==> config.mk <==
export PLATFORM = sky130hd
export DESIGN_NAME = servo_board_reply_deframer_flat
export DESIGN_NICKNAME = d
export VERILOG_FILES = /design/src/hw/rtl/sbrd_pkg.sv /design/src/hw/rtl/sbrd_rx_if.sv /design/src/hw/rtl/sbrd_res_if.sv /design/src/hw/rtl/sbrd_ram.sv /design/src/hw/rtl/sbrd_ctrl.sv /design/src/hw/rtl/sbrd_datapath.sv /design/src/hw/rtl/servo_board_reply_deframer.sv /design/src/flat_wrapper.sv
export VERILOG_INCLUDE_DIRS = /design/src /design/src/hw/rtl
export SDC_FILE = /design/constraint.sdc
export NUM_CORES = 1
export LEC_CHECK = 0
export BUFFER_PORTS_ARGS = -buffer_cell sky130_fd_sc_hd__buf_2
export CORE_MARGIN = 5
export CORE_UTILIZATION = 50
export DETAILED_ROUTE_END_ITERATION = 10
export GPL_ROUTABILITY_DRIVEN = 0
export PLACE_DENSITY = 0.7
export SLEW_MARGIN = 0
export SYNTH_ARGS = -nofsm -noshare
export SYNTH_HDL_FRONTEND = slang
export SYNTH_HIERARCHICAL = 1
export SYNTH_SLANG_ARGS = --single-unit
==> constraint.sdc <==
create_clock -name i_clk -period 7.2 [get_ports i_clk]
set_clock_uncertainty 0.05 [all_clocks]
set_input_delay 1.08 -clock i_clk [delete_from_list [all_inputs] [get_ports i_clk]]
set_output_delay 1.08 -clock i_clk [all_outputs]
set_load 0.01 [all_outputs]
==> src/hw/rtl/servo_board_reply_deframer_defines.svh <==
// Assertion helpers for the servo board reply deframer.
`ifndef SERVO_BOARD_REPLY_DEFRAMER_DEFINES_SVH
`define SERVO_BOARD_REPLY_DEFRAMER_DEFINES_SVH

// Same-cycle implication, checked out of reset.
`define SBRD_ASSERT_SAME(label, clk, rst_n, ante, cons) \
    label: assert property (@(posedge clk) disable iff (!rst_n) (ante) |-> (cons)) \
        else $error("sbrd: same-cycle check failed");

// Next-cycle implication, checked out of reset.
`define SBRD_ASSERT_NEXT(label, clk, rst_n, ante, cons) \
    label: assert property (@(posedge clk) disable iff (!rst_n) (ante) |=> (cons)) \
        else $error("sbrd: next-cycle check failed");

`endif

==> src/hw/rtl/sbrd_pkg.sv <==
`default_nettype none

package sbrd_pkg;

    localparam int FRAME_BYTES = 32;
    localparam int SERVO_SLOTS = 8;
    localparam int MAX_RESULTS = 9;

    localparam int BYTE_W  = 8;
    localparam int KIND_W  = 2;
    localparam int VALUE_W = 16;
    localparam int TOTAL_W = 9;

    localparam int ADDR_W = (FRAME_BYTES > 1) ? $clog2(FRAME_BYTES) : 1;
    localparam int FILL_W = ADDR_W + 1;
    localparam int SLOT_W = (SERVO_SLOTS > 1) ? $clog2(SERVO_SLOTS) : 1;
    localparam int NRES_W = $clog2(MAX_RESULTS + 1);

    // frame layout: header, header, length, command, payload...
    localparam logic [FILL_W-1:0]  FILL_CMD     = FILL_W'(3);
    localparam logic [ADDR_W-1:0]  PAY_BASE     = ADDR_W'(4);
    localparam logic [TOTAL_W-1:0] LEN_OVERHEAD = TOTAL_W'(2);
    localparam logic [BYTE_W-1:0]  PLEN_MIN_BAT = BYTE_W'(2);
    localparam logic [VALUE_W-1:0] POS_RESET    = VALUE_W'(500);

    localparam logic [KIND_W-1:0] KIND_PLAIN    = KIND_W'(0);
    localparam logic [KIND_W-1:0] KIND_BATTERY  = KIND_W'(1);
    localparam logic [KIND_W-1:0] KIND_POSITION = KIND_W'(2);

    localparam int CFG_IDX_W  = 2;
    localparam int CFG_DATA_W = 8;
    localparam logic [CFG_IDX_W-1:0] REG_HEADER_FIRST   = CFG_IDX_W'(0);
    localparam logic [CFG_IDX_W-1:0] REG_HEADER_SECOND  = CFG_IDX_W'(1);
    localparam logic [CFG_IDX_W-1:0] REG_CMD_POSITION   = CFG_IDX_W'(2);
    localparam logic [CFG_IDX_W-1:0] REG_CMD_BATTERY    = CFG_IDX_W'(3);

    localparam logic [BYTE_W-1:0] RST_HEADER_FIRST  = BYTE_W'(85);
    localparam logic [BYTE_W-1:0] RST_HEADER_SECOND = BYTE_W'(85);
    localparam logic [BYTE_W-1:0] RST_CMD_POSITION  = BYTE_W'(21);
    localparam logic [BYTE_W-1:0] RST_CMD_BATTERY   = BYTE_W'(15);

    typedef enum logic [2:0] {
        RD_PAY_FIRST,
        RD_PAY_SECOND,
        RD_ENTRY_ID,
        RD_ENTRY_LO,
        RD_ENTRY_HI
    } t_rd_sel;

    typedef enum logic [1:0] {
        OUT_PLAIN,
        OUT_BATTERY,
        OUT_PENDING
    } t_out_sel;

    typedef struct packed {
        logic     len_load;
        logic     body_write;
        logic     walk_init;
        logic     rd_en;
        t_rd_sel  rd_sel;
        logic     id_take;
        logic     lo_take;
        logic     entry_step;
        logic     out_load;
        t_out_sel out_sel;
        logic     out_last;
    } t_dp_cmd;

    typedef struct packed {
        logic hdr_first_hit;
        logic hdr_second_hit;
        logic body_done;
        logic body_full;
        logic is_position;
        logic is_battery;
        logic plen_ge1;
        logic plen_ge2;
        logic walk_more;
        logic id_in_range;
        logic pend_valid;
        logic out_free;
    } t_dp_status;

endpackage

`default_nettype wire

==> src/hw/rtl/sbrd_rx_if.sv <==
`default_nettype none

interface sbrd_rx_if import sbrd_pkg::*; ();
    logic              valid;
    logic              ready;
    logic [BYTE_W-1:0] rx_byte;

    modport source (output valid, output rx_byte, input ready);
    modport sink (input valid, input rx_byte, output ready);
endinterface

`default_nettype wire

==> src/hw/rtl/sbrd_res_if.sv <==
`default_nettype none

interface sbrd_res_if import sbrd_pkg::*; ();
    logic               valid;
    logic               ready;
    logic [KIND_W-1:0]  kind;
    logic [BYTE_W-1:0]  command;
    logic [BYTE_W-1:0]  unit_id;
    logic [VALUE_W-1:0] value;
    logic               last;

    modport source (output valid, output kind, output command, output unit_id,
                    output value, output last, input ready);
    modport sink (input valid, input kind, input command, input unit_id,
                  input value, input last, output ready);
endinterface

`default_nettype wire

==> src/hw/rtl/sbrd_ram.sv <==
`default_nettype none

module sbrd_ram #(
    parameter int WIDTH = 8,
    parameter int DEPTH = 32,
    localparam int AW = (DEPTH > 1) ? $clog2(DEPTH) : 1
) (
    input  logic             i_clk,
    input  logic             i_we,
    input  logic [AW-1:0]    i_waddr,
    input  logic [WIDTH-1:0] i_wdata,
    input  logic             i_re,
    input  logic [AW-1:0]    i_raddr,
    output logic [WIDTH-1:0] o_rdata
);

    logic [WIDTH-1:0] r_mem [DEPTH];
    logic [WIDTH-1:0] r_rdata;

    always_ff @(posedge i_clk) begin
        if (i_we) begin
            r_mem[i_waddr] <= i_wdata;
        end
        if (i_re) begin
            r_rdata <= r_mem[i_raddr];
        end
    end

    assign o_rdata = r_rdata;

endmodule

`default_nettype wire

==> src/hw/rtl/sbrd_ctrl.sv <==
`default_nettype none

module sbrd_ctrl import sbrd_pkg::*; (
    input  logic       i_clk,
    input  logic       i_rst_n,
    input  logic       i_in_valid,
    output logic       o_in_ready,
    input  t_dp_status i_status,
    output t_dp_cmd    o_cmd
);

    typedef enum logic [3:0] {
        S_HUNT_FIRST,
        S_HUNT_SECOND,
        S_LENGTH,
        S_BODY,
        S_DECODE,
        S_COUNT,
        S_WALK,
        S_ENTRY_ID,
        S_ENTRY_LO,
        S_ENTRY_HI,
        S_BAT_LO,
        S_BAT_HI
    } t_state;

    t_state  r_state;
    t_state  n_state;
    t_dp_cmd cmd;
    logic    in_ready;
    logic    accept;

    assign in_ready = (r_state == S_HUNT_FIRST) || (r_state == S_HUNT_SECOND) ||
                      (r_state == S_LENGTH) || (r_state == S_BODY);
    assign accept   = i_in_valid && in_ready;

    always_comb begin
        n_state = r_state;
        cmd     = '0;
        case (r_state)
            S_HUNT_FIRST: begin
                if (accept && i_status.hdr_first_hit) begin
                    n_state = S_HUNT_SECOND;
                end
            end
            S_HUNT_SECOND: begin
                // a mismatch is not retried as a first header
                if (accept) begin
                    n_state = i_status.hdr_second_hit ? S_LENGTH : S_HUNT_FIRST;
                end
            end
            S_LENGTH: begin
                if (accept) begin
                    cmd.len_load = 1'b1;
                    n_state      = S_BODY;
                end
            end
            S_BODY: begin
                if (accept) begin
                    cmd.body_write = 1'b1;
                    if (i_status.body_done) begin
                        n_state = S_DECODE;
                    end else if (i_status.body_full) begin
                        n_state = S_HUNT_FIRST;
                    end
                end
            end
            S_DECODE: begin
                if (i_status.is_position && i_status.plen_ge1) begin
                    cmd.rd_en  = 1'b1;
                    cmd.rd_sel = RD_PAY_FIRST;
                    n_state    = S_COUNT;
                end else if (!i_status.is_position && i_status.is_battery &&
                             i_status.plen_ge2) begin
                    cmd.rd_en  = 1'b1;
                    cmd.rd_sel = RD_PAY_FIRST;
                    n_state    = S_BAT_LO;
                end else if (i_status.out_free) begin
                    cmd.out_load = 1'b1;
                    cmd.out_sel  = OUT_PLAIN;
                    cmd.out_last = 1'b1;
                    n_state      = S_HUNT_FIRST;
                end
            end
            S_COUNT: begin
                cmd.walk_init = 1'b1;
                n_state       = S_WALK;
            end
            S_WALK: begin
                if (i_status.walk_more) begin
                    cmd.rd_en  = 1'b1;
                    cmd.rd_sel = RD_ENTRY_ID;
                    n_state    = S_ENTRY_ID;
                end else if (i_status.out_free) begin
                    // flush the held update, or report a plain frame if none
                    cmd.out_load = 1'b1;
                    cmd.out_sel  = i_status.pend_valid ? OUT_PENDING : OUT_PLAIN;
                    cmd.out_last = 1'b1;
                    n_state      = S_HUNT_FIRST;
                end
            end
            S_ENTRY_ID: begin
                cmd.id_take = 1'b1;
                cmd.rd_en   = 1'b1;
                cmd.rd_sel  = RD_ENTRY_LO;
                n_state     = S_ENTRY_LO;
            end
            S_ENTRY_LO: begin
                cmd.lo_take = 1'b1;
                cmd.rd_en   = 1'b1;
                cmd.rd_sel  = RD_ENTRY_HI;
                n_state     = S_ENTRY_HI;
            end
            S_ENTRY_HI: begin
                // a new update pushes the held one out, which is then not last
                if (i_status.id_in_range && i_status.pend_valid) begin
                    if (i_status.out_free) begin
                        cmd.out_load   = 1'b1;
                        cmd.out_sel    = OUT_PENDING;
                        cmd.entry_step = 1'b1;
                        n_state        = S_WALK;
                    end
                end else begin
                    cmd.entry_step = 1'b1;
                    n_state        = S_WALK;
                end
            end
            S_BAT_LO: begin
                cmd.lo_take = 1'b1;
                cmd.rd_en   = 1'b1;
                cmd.rd_sel  = RD_PAY_SECOND;
                n_state     = S_BAT_HI;
            end
            S_BAT_HI: begin
                if (i_status.out_free) begin
                    cmd.out_load = 1'b1;
                    cmd.out_sel  = OUT_BATTERY;
                    cmd.out_last = 1'b1;
                    n_state      = S_HUNT_FIRST;
                end
            end
            default: begin
                n_state = S_HUNT_FIRST;
            end
        endcase
    end

    always_ff @(posedge i_clk) begin
        if (!i_rst_n) begin
            r_state <= S_HUNT_FIRST;
        end else begin
            r_state <= n_state;
        end
    end

    assign o_in_ready = in_ready;
    assign o_cmd      = cmd;

endmodule

`default_nettype wire

==> src/hw/rtl/sbrd_datapath.sv <==
`default_nettype none

module sbrd_datapath import sbrd_pkg::*; (
    input  logic                  i_clk,
    input  logic                  i_rst_n,
    input  logic                  i_cfg_we,
    input  logic [CFG_IDX_W-1:0]  i_cfg_index,
    input  logic [CFG_DATA_W-1:0] i_cfg_data,
    input  logic [BYTE_W-1:0]     i_rx_byte,
    input  t_dp_cmd               i_cmd,
    output t_dp_status            o_status,
    input  logic                  i_out_ready,
    output logic                  o_out_valid,
    output logic [KIND_W-1:0]     o_kind,
    output logic [BYTE_W-1:0]     o_command,
    output logic [BYTE_W-1:0]     o_unit_id,
    output logic [VALUE_W-1:0]    o_value,
    output logic                  o_last
);

    // configuration
    logic [BYTE_W-1:0] r_hdr_first;
    logic [BYTE_W-1:0] r_hdr_second;
    logic [BYTE_W-1:0] r_cmd_position;
    logic [BYTE_W-1:0] r_cmd_battery;

    // frame capture
    logic [BYTE_W-1:0]  r_len;
    logic [TOTAL_W-1:0] r_total;
    logic [FILL_W-1:0]  r_fill;
    logic [BYTE_W-1:0]  r_cmd;
    logic [FILL_W-1:0]  fill_next;
    logic [BYTE_W-1:0]  plen;

    // reply walk
    logic [BYTE_W-1:0] r_count;
    logic [BYTE_W-1:0] r_idx;
    logic [BYTE_W-1:0] r_walked;
    logic [NRES_W-1:0] r_nres;
    logic              r_pend_valid;
    logic [BYTE_W-1:0] r_pend_id;
    logic [BYTE_W-1:0] r_id;
    logic [BYTE_W-1:0] r_lo;
    logic              id_in_range;

    // frame store read side
    logic [BYTE_W-1:0] rd_off;
    logic [ADDR_W-1:0] rd_addr;
    logic [BYTE_W-1:0] rd_data;

    // servo position table; an entry not yet valid reads as the reset position
    logic [VALUE_W-1:0]     r_pos [SERVO_SLOTS];
    logic [SERVO_SLOTS-1:0] r_slot_valid;
    logic [SLOT_W-1:0]      w_slot;
    logic [SLOT_W-1:0]      pend_slot;
    logic [VALUE_W-1:0]     pend_pos;
    logic [VALUE_W-1:0]     word;

    // result register
    logic               r_out_valid;
    logic [KIND_W-1:0]  r_kind;
    logic [BYTE_W-1:0]  r_command;
    logic [BYTE_W-1:0]  r_unit_id;
    logic [VALUE_W-1:0] r_value;
    logic               r_last;
    logic               out_free;

    assign fill_next   = r_fill + FILL_W'(1);
    assign plen        = (r_len >= PLEN_MIN_BAT) ? (r_len - PLEN_MIN_BAT) : '0;
    assign id_in_range = (r_id != '0) && (r_id <= BYTE_W'(SERVO_SLOTS));
    assign w_slot      = SLOT_W'(r_id - BYTE_W'(1));
    assign pend_slot   = SLOT_W'(r_pend_id - BYTE_W'(1));
    assign pend_pos    = r_slot_valid[pend_slot] ? r_pos[pend_slot] : POS_RESET;
    assign word        = {rd_data, r_lo};
    assign out_free    = !r_out_valid || i_out_ready;

    always_comb begin
        case (i_cmd.rd_sel)
            RD_PAY_FIRST:  rd_off = BYTE_W'(0);
            RD_PAY_SECOND: rd_off = BYTE_W'(1);
            RD_ENTRY_ID:   rd_off = r_idx;
            RD_ENTRY_LO:   rd_off = r_idx + BYTE_W'(1);
            RD_ENTRY_HI:   rd_off = r_idx + BYTE_W'(2);
            default:       rd_off = '0;
        endcase
    end

    assign rd_addr = PAY_BASE + ADDR_W'(rd_off);

    sbrd_ram #(
        .WIDTH (BYTE_W),
        .DEPTH (FRAME_BYTES)
    ) u_frame_store (
        .i_clk   (i_clk),
        .i_we    (i_cmd.body_write),
        .i_waddr (r_fill[ADDR_W-1:0]),
        .i_wdata (i_rx_byte),
        .i_re    (i_cmd.rd_en),
        .i_raddr (rd_addr),
        .o_rdata (rd_data)
    );

    always_ff @(posedge i_clk) begin
        if (!i_rst_n) begin
            r_hdr_first    <= RST_HEADER_FIRST;
            r_hdr_second   <= RST_HEADER_SECOND;
            r_cmd_position <= RST_CMD_POSITION;
            r_cmd_battery  <= RST_CMD_BATTERY;
            r_fill         <= '0;
            r_total        <= '0;
            r_nres         <= '0;
            r_pend_valid   <= 1'b0;
            r_slot_valid   <= '0;
            r_out_valid    <= 1'b0;
        end else begin
            if (i_cfg_we) begin
                case (i_cfg_index)
                    REG_HEADER_FIRST:  r_hdr_first    <= i_cfg_data;
                    REG_HEADER_SECOND: r_hdr_second   <= i_cfg_data;
                    REG_CMD_POSITION:  r_cmd_position <= i_cfg_data;
                    REG_CMD_BATTERY:   r_cmd_battery  <= i_cfg_data;
                    default: ;
                endcase
            end
            if (i_cmd.len_load) begin
                r_total <= TOTAL_W'(i_rx_byte) + LEN_OVERHEAD;
                r_fill  <= FILL_CMD;
            end else if (i_cmd.body_write) begin
                r_fill <= fill_next;
            end
            if (i_cmd.walk_init) begin
                r_nres       <= '0;
                r_pend_valid <= 1'b0;
            end else if (i_cmd.entry_step && id_in_range) begin
                r_nres               <= r_nres + NRES_W'(1);
                r_pend_valid         <= 1'b1;
                r_slot_valid[w_slot] <= 1'b1;
            end
            if (i_cmd.out_load) begin
                r_out_valid <= 1'b1;
            end else if (i_out_ready) begin
                r_out_valid <= 1'b0;
            end
        end
    end

    always_ff @(posedge i_clk) begin
        if (i_cmd.len_load) begin
            r_len <= i_rx_byte;
        end
        if (i_cmd.body_write && (r_fill == FILL_CMD)) begin
            r_cmd <= i_rx_byte;
        end
        if (i_cmd.walk_init) begin
            r_count  <= rd_data;
            r_idx    <= BYTE_W'(1);
            r_walked <= '0;
        end else if (i_cmd.entry_step) begin
            r_idx    <= r_idx + BYTE_W'(3);
            r_walked <= r_walked + BYTE_W'(1);
            if (id_in_range) begin
                r_pend_id     <= r_id;
                r_pos[w_slot] <= word;
            end
        end
        if (i_cmd.id_take) begin
            r_id <= rd_data;
        end
        if (i_cmd.lo_take) begin
            r_lo <= rd_data;
        end
        if (i_cmd.out_load) begin
            r_command <= r_cmd;
            r_last    <= i_cmd.out_last;
            case (i_cmd.out_sel)
                OUT_BATTERY: begin
                    r_kind    <= KIND_BATTERY;
                    r_unit_id <= '0;
                    r_value   <= word;
                end
                OUT_PENDING: begin
                    r_kind    <= KIND_POSITION;
                    r_unit_id <= r_pend_id;
                    r_value   <= pend_pos;
                end
                default: begin
                    r_kind    <= KIND_PLAIN;
                    r_unit_id <= '0;
                    r_value   <= '0;
                end
            endcase
        end
    end

    always_comb begin
        o_status                = '0;
        o_status.hdr_first_hit  = (i_rx_byte == r_hdr_first);
        o_status.hdr_second_hit = (i_rx_byte == r_hdr_second);
        o_status.body_done      = (TOTAL_W'(fill_next) >= r_total);
        o_status.body_full      = (fill_next == FILL_W'(FRAME_BYTES));
        o_status.is_position    = (r_cmd == r_cmd_position);
        o_status.is_battery     = (r_cmd == r_cmd_battery);
        o_status.plen_ge1       = (plen != '0);
        o_status.plen_ge2       = (plen >= PLEN_MIN_BAT);
        o_status.walk_more      = (r_walked < r_count) &&
                                  ((TOTAL_W'(r_idx) + TOTAL_W'(2)) < TOTAL_W'(plen)) &&
                                  (r_nres < NRES_W'(MAX_RESULTS));
        o_status.id_in_range    = id_in_range;
        o_status.pend_valid     = r_pend_valid;
        o_status.out_free       = out_free;
    end

    assign o_out_valid = r_out_valid;
    assign o_kind      = r_kind;
    assign o_command   = r_command;
    assign o_unit_id   = r_unit_id;
    assign o_value     = r_value;
    assign o_last      = r_last;

endmodule

`default_nettype wire

==> src/hw/rtl/servo_board_reply_deframer.sv <==
// Servo board reply deframer: takes link bytes on i_rx, finds frames of two header bytes,
// a length byte, a command and length-2 payload bytes, and emits results on o_res (the
// last result of a frame has last set). While a frame is being received one byte is
// taken per cycle. After its final byte the input stalls while the frame is decoded out
// of the 32-byte frame store, which has one read port and returns one byte per cycle:
// a plain frame needs no read, a battery reply reads two payload bytes and a position
// reply the count, then id, low and high byte per entry walked (at most nine entries);
// results wait for a free result register. Position updates go to an eight-slot table;
// unwritten slots read as 500. The user must write the four header and command registers
// through i_cfg_we / i_cfg_index / i_cfg_data while idle; the block does not enforce it.
`default_nettype none

`include "servo_board_reply_deframer_defines.svh"

module servo_board_reply_deframer import sbrd_pkg::*; (
    input  logic                  i_clk,
    input  logic                  i_rst_n,
    sbrd_rx_if.sink               i_rx,
    sbrd_res_if.source            o_res,
    input  logic                  i_cfg_we,
    input  logic [CFG_IDX_W-1:0]  i_cfg_index,
    input  logic [CFG_DATA_W-1:0] i_cfg_data
);

    t_dp_cmd    dp_cmd;
    t_dp_status dp_status;
    logic       in_ready;

    sbrd_ctrl u_ctrl (
        .i_clk      (i_clk),
        .i_rst_n    (i_rst_n),
        .i_in_valid (i_rx.valid),
        .o_in_ready (in_ready),
        .i_status   (dp_status),
        .o_cmd      (dp_cmd)
    );

    sbrd_datapath u_datapath (
        .i_clk       (i_clk),
        .i_rst_n     (i_rst_n),
        .i_cfg_we    (i_cfg_we),
        .i_cfg_index (i_cfg_index),
        .i_cfg_data  (i_cfg_data),
        .i_rx_byte   (i_rx.rx_byte),
        .i_cmd       (dp_cmd),
        .o_status    (dp_status),
        .i_out_ready (o_res.ready),
        .o_out_valid (o_res.valid),
        .o_kind      (o_res.kind),
        .o_command   (o_res.command),
        .o_unit_id   (o_res.unit_id),
        .o_value     (o_res.value),
        .o_last      (o_res.last)
    );

    assign i_rx.ready = in_ready;

    // no result is produced while bytes are being taken in
    `SBRD_ASSERT_SAME(a_no_load_on_rx, i_clk, i_rst_n, i_rx.valid && i_rx.ready, !dp_cmd.out_load)
    // a new result never overwrites one that is still waiting
    `SBRD_ASSERT_SAME(a_load_when_free, i_clk, i_rst_n, dp_cmd.out_load, !o_res.valid || o_res.ready)
    // the final result of a frame returns the block to hunting
    `SBRD_ASSERT_NEXT(a_last_rearms, i_clk, i_rst_n, dp_cmd.out_load && dp_cmd.out_last, i_rx.ready)
    // position updates only name servos in range
    `SBRD_ASSERT_SAME(a_pos_id_range, i_clk, i_rst_n, o_res.valid && o_res.kind == KIND_POSITION, o_res.unit_id != 8'd0 && o_res.unit_id <= 8'(SERVO_SLOTS))

endmodule

`default_nettype wire

==> src/flat_wrapper.sv <==
// flat-port wrapper written by rule: the top's interface ports become plain ports
module servo_board_reply_deframer_flat import sbrd_pkg::*;
  (i_clk, i_rst_n, i_cfg_we, i_cfg_index, i_cfg_data, i_rx_valid, i_rx_rx_byte, i_rx_ready, o_res_valid, o_res_kind, o_res_command, o_res_unit_id, o_res_value, o_res_last, o_res_ready);
  sbrd_rx_if i_rx_i ();
  sbrd_res_if o_res_i ();
  input  logic i_clk;
  input  logic i_rst_n;
  input  logic i_cfg_we;
  input  logic [CFG_IDX_W-1:0] i_cfg_index;
  input  logic [CFG_DATA_W-1:0] i_cfg_data;
  input wire logic [$bits(i_rx_i.valid)-1:0] i_rx_valid;
  input wire logic [$bits(i_rx_i.rx_byte)-1:0] i_rx_rx_byte;
  output wire logic [$bits(i_rx_i.ready)-1:0] i_rx_ready;
  output wire logic [$bits(o_res_i.valid)-1:0] o_res_valid;
  output wire logic [$bits(o_res_i.kind)-1:0] o_res_kind;
  output wire logic [$bits(o_res_i.command)-1:0] o_res_command;
  output wire logic [$bits(o_res_i.unit_id)-1:0] o_res_unit_id;
  output wire logic [$bits(o_res_i.value)-1:0] o_res_value;
  output wire logic [$bits(o_res_i.last)-1:0] o_res_last;
  input wire logic [$bits(o_res_i.ready)-1:0] o_res_ready;
  assign i_rx_i.valid = i_rx_valid;
  assign i_rx_i.rx_byte = i_rx_rx_byte;
  assign i_rx_ready = i_rx_i.ready;
  assign o_res_valid = o_res_i.valid;
  assign o_res_kind = o_res_i.kind;
  assign o_res_command = o_res_i.command;
  assign o_res_unit_id = o_res_i.unit_id;
  assign o_res_value = o_res_i.value;
  assign o_res_last = o_res_i.last;
  assign o_res_i.ready = o_res_ready;
  servo_board_reply_deframer u_core (.i_clk(i_clk), .i_rst_n(i_rst_n), .i_rx(i_rx_i), .o_res(o_res_i), .i_cfg_we(i_cfg_we), .i_cfg_index(i_cfg_index), .i_cfg_data(i_cfg_data));
endmodule
==> flow_summary_export.csv <==
group,metric,value,unit
final_layout,seq_area,15900,um^2
worst_setup_path,cp_cell_sequence,"or3_1 > nor3_1 > nand2_1 > mux2_2 > ha_1 > a21oi_1 > nor2b_1 > a2111oi_0 > nand3_1 > nor3_1 > nor2_1 > nor2_1 > xnor2_1 > o31ai_4 > buf_12 > mux4_2 > mux4_2 > mux2_2",
power_and_ir_drop,max-vdd-ir-drop,0.287,mV
drt,via_per_inst,5.76,
cts,clk_latency,0.63,ns
power_and_ir_drop,switching_share,0.197,
worst_setup_path,critPathLaunch,"u_core/u_datapath/r_len[1]",
drt,drc_errors,0,
floorplanning,ios,60,
worst_setup_path,setup.worst_path.start_class,"flop",
worst_setup_path,crit_family,"simple AND/OR/NAND/NOR gates",
power_and_ir_drop,power_leakage,8.77,nW
power_and_ir_drop,p_int,0.00529,W
synthesis,async_flop_share,0,
drt,drt_pass1_iterations,6,
timing,slew_viol_final,0,
global_routing,grt_pass1_wl,74.4,mm
floorplanning,rows,78,
worst_setup_path,endpoint,"u_core/u_datapath/u_frame_store/o_rdata[7]",
final_layout,num-nets-final,1531,
status,status,"completed",
final_layout,multi_input_area,6750,um^2
cts,postCtsSetupBuffers,0,
cts,clkSinkCount,556,
worst_setup_path,worstPathRequired,7.53,ns
drt,vias,12200,
floorplanning,die_area,50400,um^2
global_routing,track_usage,0.194,
floorplanning,initial_core_util,0.506,
synthesis,synth_xor_area_frac,0.0292,
timing,setup_viol,0,
final_layout,drive_gt1_frac,0.218,
worst_setup_path,cp.depth,18,
final_layout,fin_util,0.572,
synthesis,synthAdderAreaFrac,0.0207,
timing,fin_crit_sh,0.850,
power_and_ir_drop,p_switching,0.00129,W
cts,clock-root-buffer,"clkbuf_16",
cts,clk_path_buf_depth,3,
drt,ant_nets,0,
worst_setup_path,endpoint_kind,"flop",
global_routing,grt_start_max_net_pins,59,
worst_setup_path,cp_slowest_stage_delay,0.69,ns
global_routing,grt_pass1_vias,12200,
worst_setup_path,rr_startpoint,"u_core/u_datapath/r_len[1]",
synthesis,yosys_register_bits,556,
cts,h-tree-depth,2,
timing,grt_setup_unrepaired,"false",
worst_setup_path,worstPathMaxFanout,30,
timing,tns,0,ns
synthesis,yosysWarnings,6,
power_and_ir_drop,p_per_area,253,nW/um^2
cts,clk_pin_slew_worst_paths,0.06,ns
synthesis,netlist_instances,1389,
hold_path,hold_class,"reg -> reg",
final_layout,fill_cells,3488,
synthesis,synth-edff-count,475,
worst_setup_path,arrival,6.44,ns
cts,post_cts_resized,0,
worst_setup_path,r2r_setup_slack,1.08,ns
synthesis,synthSimpleGateAreaFrac,0.0779,
placed_design,io_buffers,59,
timing,finalHoldViolations,0,
global_routing,grt_antenna_before_repair,0,
synthesis,synth_compound_area_frac,0.0320,
timing,period_minus_slack,6.12,ns
drt,drt_wl_total,48.4,mm
timing,slew_headroom,0.198,
synthesis,synth_ff_type,"edfxtp_1",
power_and_ir_drop,comb_power_share,0.012,
final_layout,insertedDiodeCount,0,
synthesis,synth_cell_types,64,
placed_design,place_hpwl,29.2,mm
global_routing,gr-total-overflow,0,
synthesis,avgSynthCellArea,16.6,um^2
cts,cts_tree,"built",
job,max-cap-violations,0,
power_and_ir_drop,clkPwrFrac,0.460,
synthesis,synth.mux.area_fraction,0.130,
drt,post_drt_wl_per_cell,22.9,um
drt,dr.first_iter.drc_count,1156,
timing,whs,0.414,ns
worst_setup_path,reg2reg_to,"u_core/u_datapath/u_frame_store/o_rdata[7]",
synthesis,seq_area_frac_synth,0.690,
worst_setup_path,crit_buf_inv,1,
final_layout,areaGrowthSynthToFinish,13.0,%
cts,hold_buffers,0,
floorplanning,dieHeight,225,um
timing,max_freq,163,MHz
worst_setup_path,reg2reg_depth,18,
power_and_ir_drop,pwr-share-seq,0.529,
floorplanning,fp.dieW,225,um
timing,tightest_slew,1.20,ns
synthesis,netlist_area,23000,um^2
floorplanning,core,45500,um^2
worst_setup_path,cpMaxStageDelayCell,"o31ai_4",
cts,cts_made_buffers,56,
synthesis,syn-num-nets,1450,
worst_setup_path,setup.worst_path.class,"reg -> reg",
synthesis,synth_top_family_by_area,"multiplexers",
==> cells in the mapped netlist, types with 6 or more instances <==
| cell | n | area (um^2) |
|---|---|---|
| nor3_1 | 16 | 80.1 |
| dfxtp_1 | 81 | 1620 |
| buf_2 | 17 | 85.1 |
| and2_1 | 9 | 56.3 |
| xor2_1 | 26 | 228 |
| clkbuf_1 | 30 | 113 |
| and3_1 | 8 | 50.1 |
| a21oi_1 | 20 | 100 |
| o21ai_0 | 21 | 105 |
| nor2_1 | 84 | 315 |
| xnor2_1 | 49 | 429 |
| ha_1 | 38 | 475 |
| a21boi_0 | 13 | 97.6 |
| nand2b_1 | 14 | 87.6 |
| mux4_2 | 112 | 2520 |
| nand4_1 | 19 | 119 |
| nor2b_1 | 21 | 131 |
| or3_1 | 6 | 37.5 |
| nand3_1 | 36 | 180 |
| edfxtp_1 | 475 | 14300 |
| mux2i_1 | 34 | 340 |
| nand3b_1 | 11 | 82.6 |
| o211a_1 | 6 | 60.1 |
| buf_4 | 9 | 67.6 |
| mux2_2 | 9 | 101 |
| o21ai_1 | 15 | 75.1 |
| o21a_1 | 11 | 82.6 |
| inv_1 | 34 | 128 |
| nand2_1 | 95 | 357 |
==> per-stage QoR <==
stage / power [W] / setup WS (ns) / std cells / cell area [um^2]
4_1_cts: 0.00664 / 1.06 / 2118 / 26000
6_report: 0.00658 / 1.08 / 2118 / 26000
5_1_grt: 0.00681 / 0.505 / 2118 / 26000
3_5_place_dp: 0.00363 / 1.10 / 2012 / 24100
3_3_place_gp: 0.00363 / 1.23 / 2012 / 24100
2_1_floorplan: 0.00358 / 2.02 / 1389 / 23000
==> per-layer routing <==
layer / wire length, um / global-route usage / vias up / share of wire
li1: - / - / 5509 / -
met1: 20100 / 0.264 / 6196 / 0.42
met2: 24000 / 0.322 / 396 / 0.50
met3: 2930 / 0.0348 / 90 / 0.061
met4: 1310 / 0.0603 / 0 / 0.027
met5: 0 / 0 / - / 0
==> cells in the final DEF, fill, tap and decap left out, drive strengths merged, types with 34 or more instances in the layout <==
cell type | synthesis | final
buf | 36 | 89
clkbuf | 30 | 66
dfxtp | 81 | 81
edfxtp | 475 | 475
ha | 38 | 38
inv | 35 | 39
mux2i | 34 | 34
mux4 | 112 | 112
nand2 | 95 | 95
nand3 | 37 | 37
nor2 | 84 | 84
o21ai | 38 | 38
xnor2 | 50 | 50
==> final cells by class <==
| class | instances | area share |
|---|---|---|
| sequential | 556 | 0.611 |
| timing repair buffer | 89 | 0.0215 |
| clock inverter | 40 | 0.0180 |
| tap | 600 | 0.0289 |
| inverter | 35 | 0.00505 |
| multi-input combinational | 732 | 0.259 |
| clock buffer | 66 | 0.0565 |
==> flip-flops by register name, summed over array words and instances (netlist names), 9 cells and up <==
signal	cells
u_core/u_datapath/r_pos	128
u_core/u_datapath/r_total	9
u_core/u_datapath/u_frame_store/r_mem	256
u_core/u_datapath/o_value	16
==> worst min-delay path by stage <==
stage                                       from                                end  slack, ns  cells after the start
6_report       u_core/u_datapath/r_slot_valid[7]  u_core/u_datapath/r_slot_valid[7]       0.41                      1
5_1_grt        u_core/u_datapath/r_slot_valid[6]  u_core/u_datapath/r_slot_valid[6]       0.43                      1
4_1_cts        u_core/u_datapath/r_slot_valid[7]  u_core/u_datapath/r_slot_valid[7]       0.42                      1
3_5_place_dp   u_core/u_datapath/r_slot_valid[7]  u_core/u_datapath/r_slot_valid[7]       0.40                      1
3_3_place_gp   u_core/u_datapath/r_slot_valid[6]  u_core/u_datapath/r_slot_valid[6]       0.39                      1
2_1_floorplan     u_core/u_datapath/r_pend_valid     u_core/u_datapath/r_pend_valid       0.38                      2
==> kinds of logic after synthesis <==
family,count (synthesis)
AND/OR/NAND/NOR,348
flip-flops,556
multiplexers,157
buffers and inverters,101
AO/OA/AOI/OAI,113
XOR/XNOR,76
adder cells (fa/ha/maj),38
==> power by group through the flow <==
| stage | registers [W] | clock network [W] | logic (W) |
|---|---|---|---|
| finish | 0.00348 | 0.00303 | 0.0000777 |
| detailed placement | 0.00355 | 0 | 0.0000784 |
| CTS | 0.00348 | 0.00309 | 0.0000786 |
| floorplan | 0.00355 | 0 | 0.0000334 |
| global placement | 0.00355 | 0 | 0.0000764 |
| global route | 0.00348 | 0.00324 | 0.0000861 |
Power figures use the tool's default switching activity.
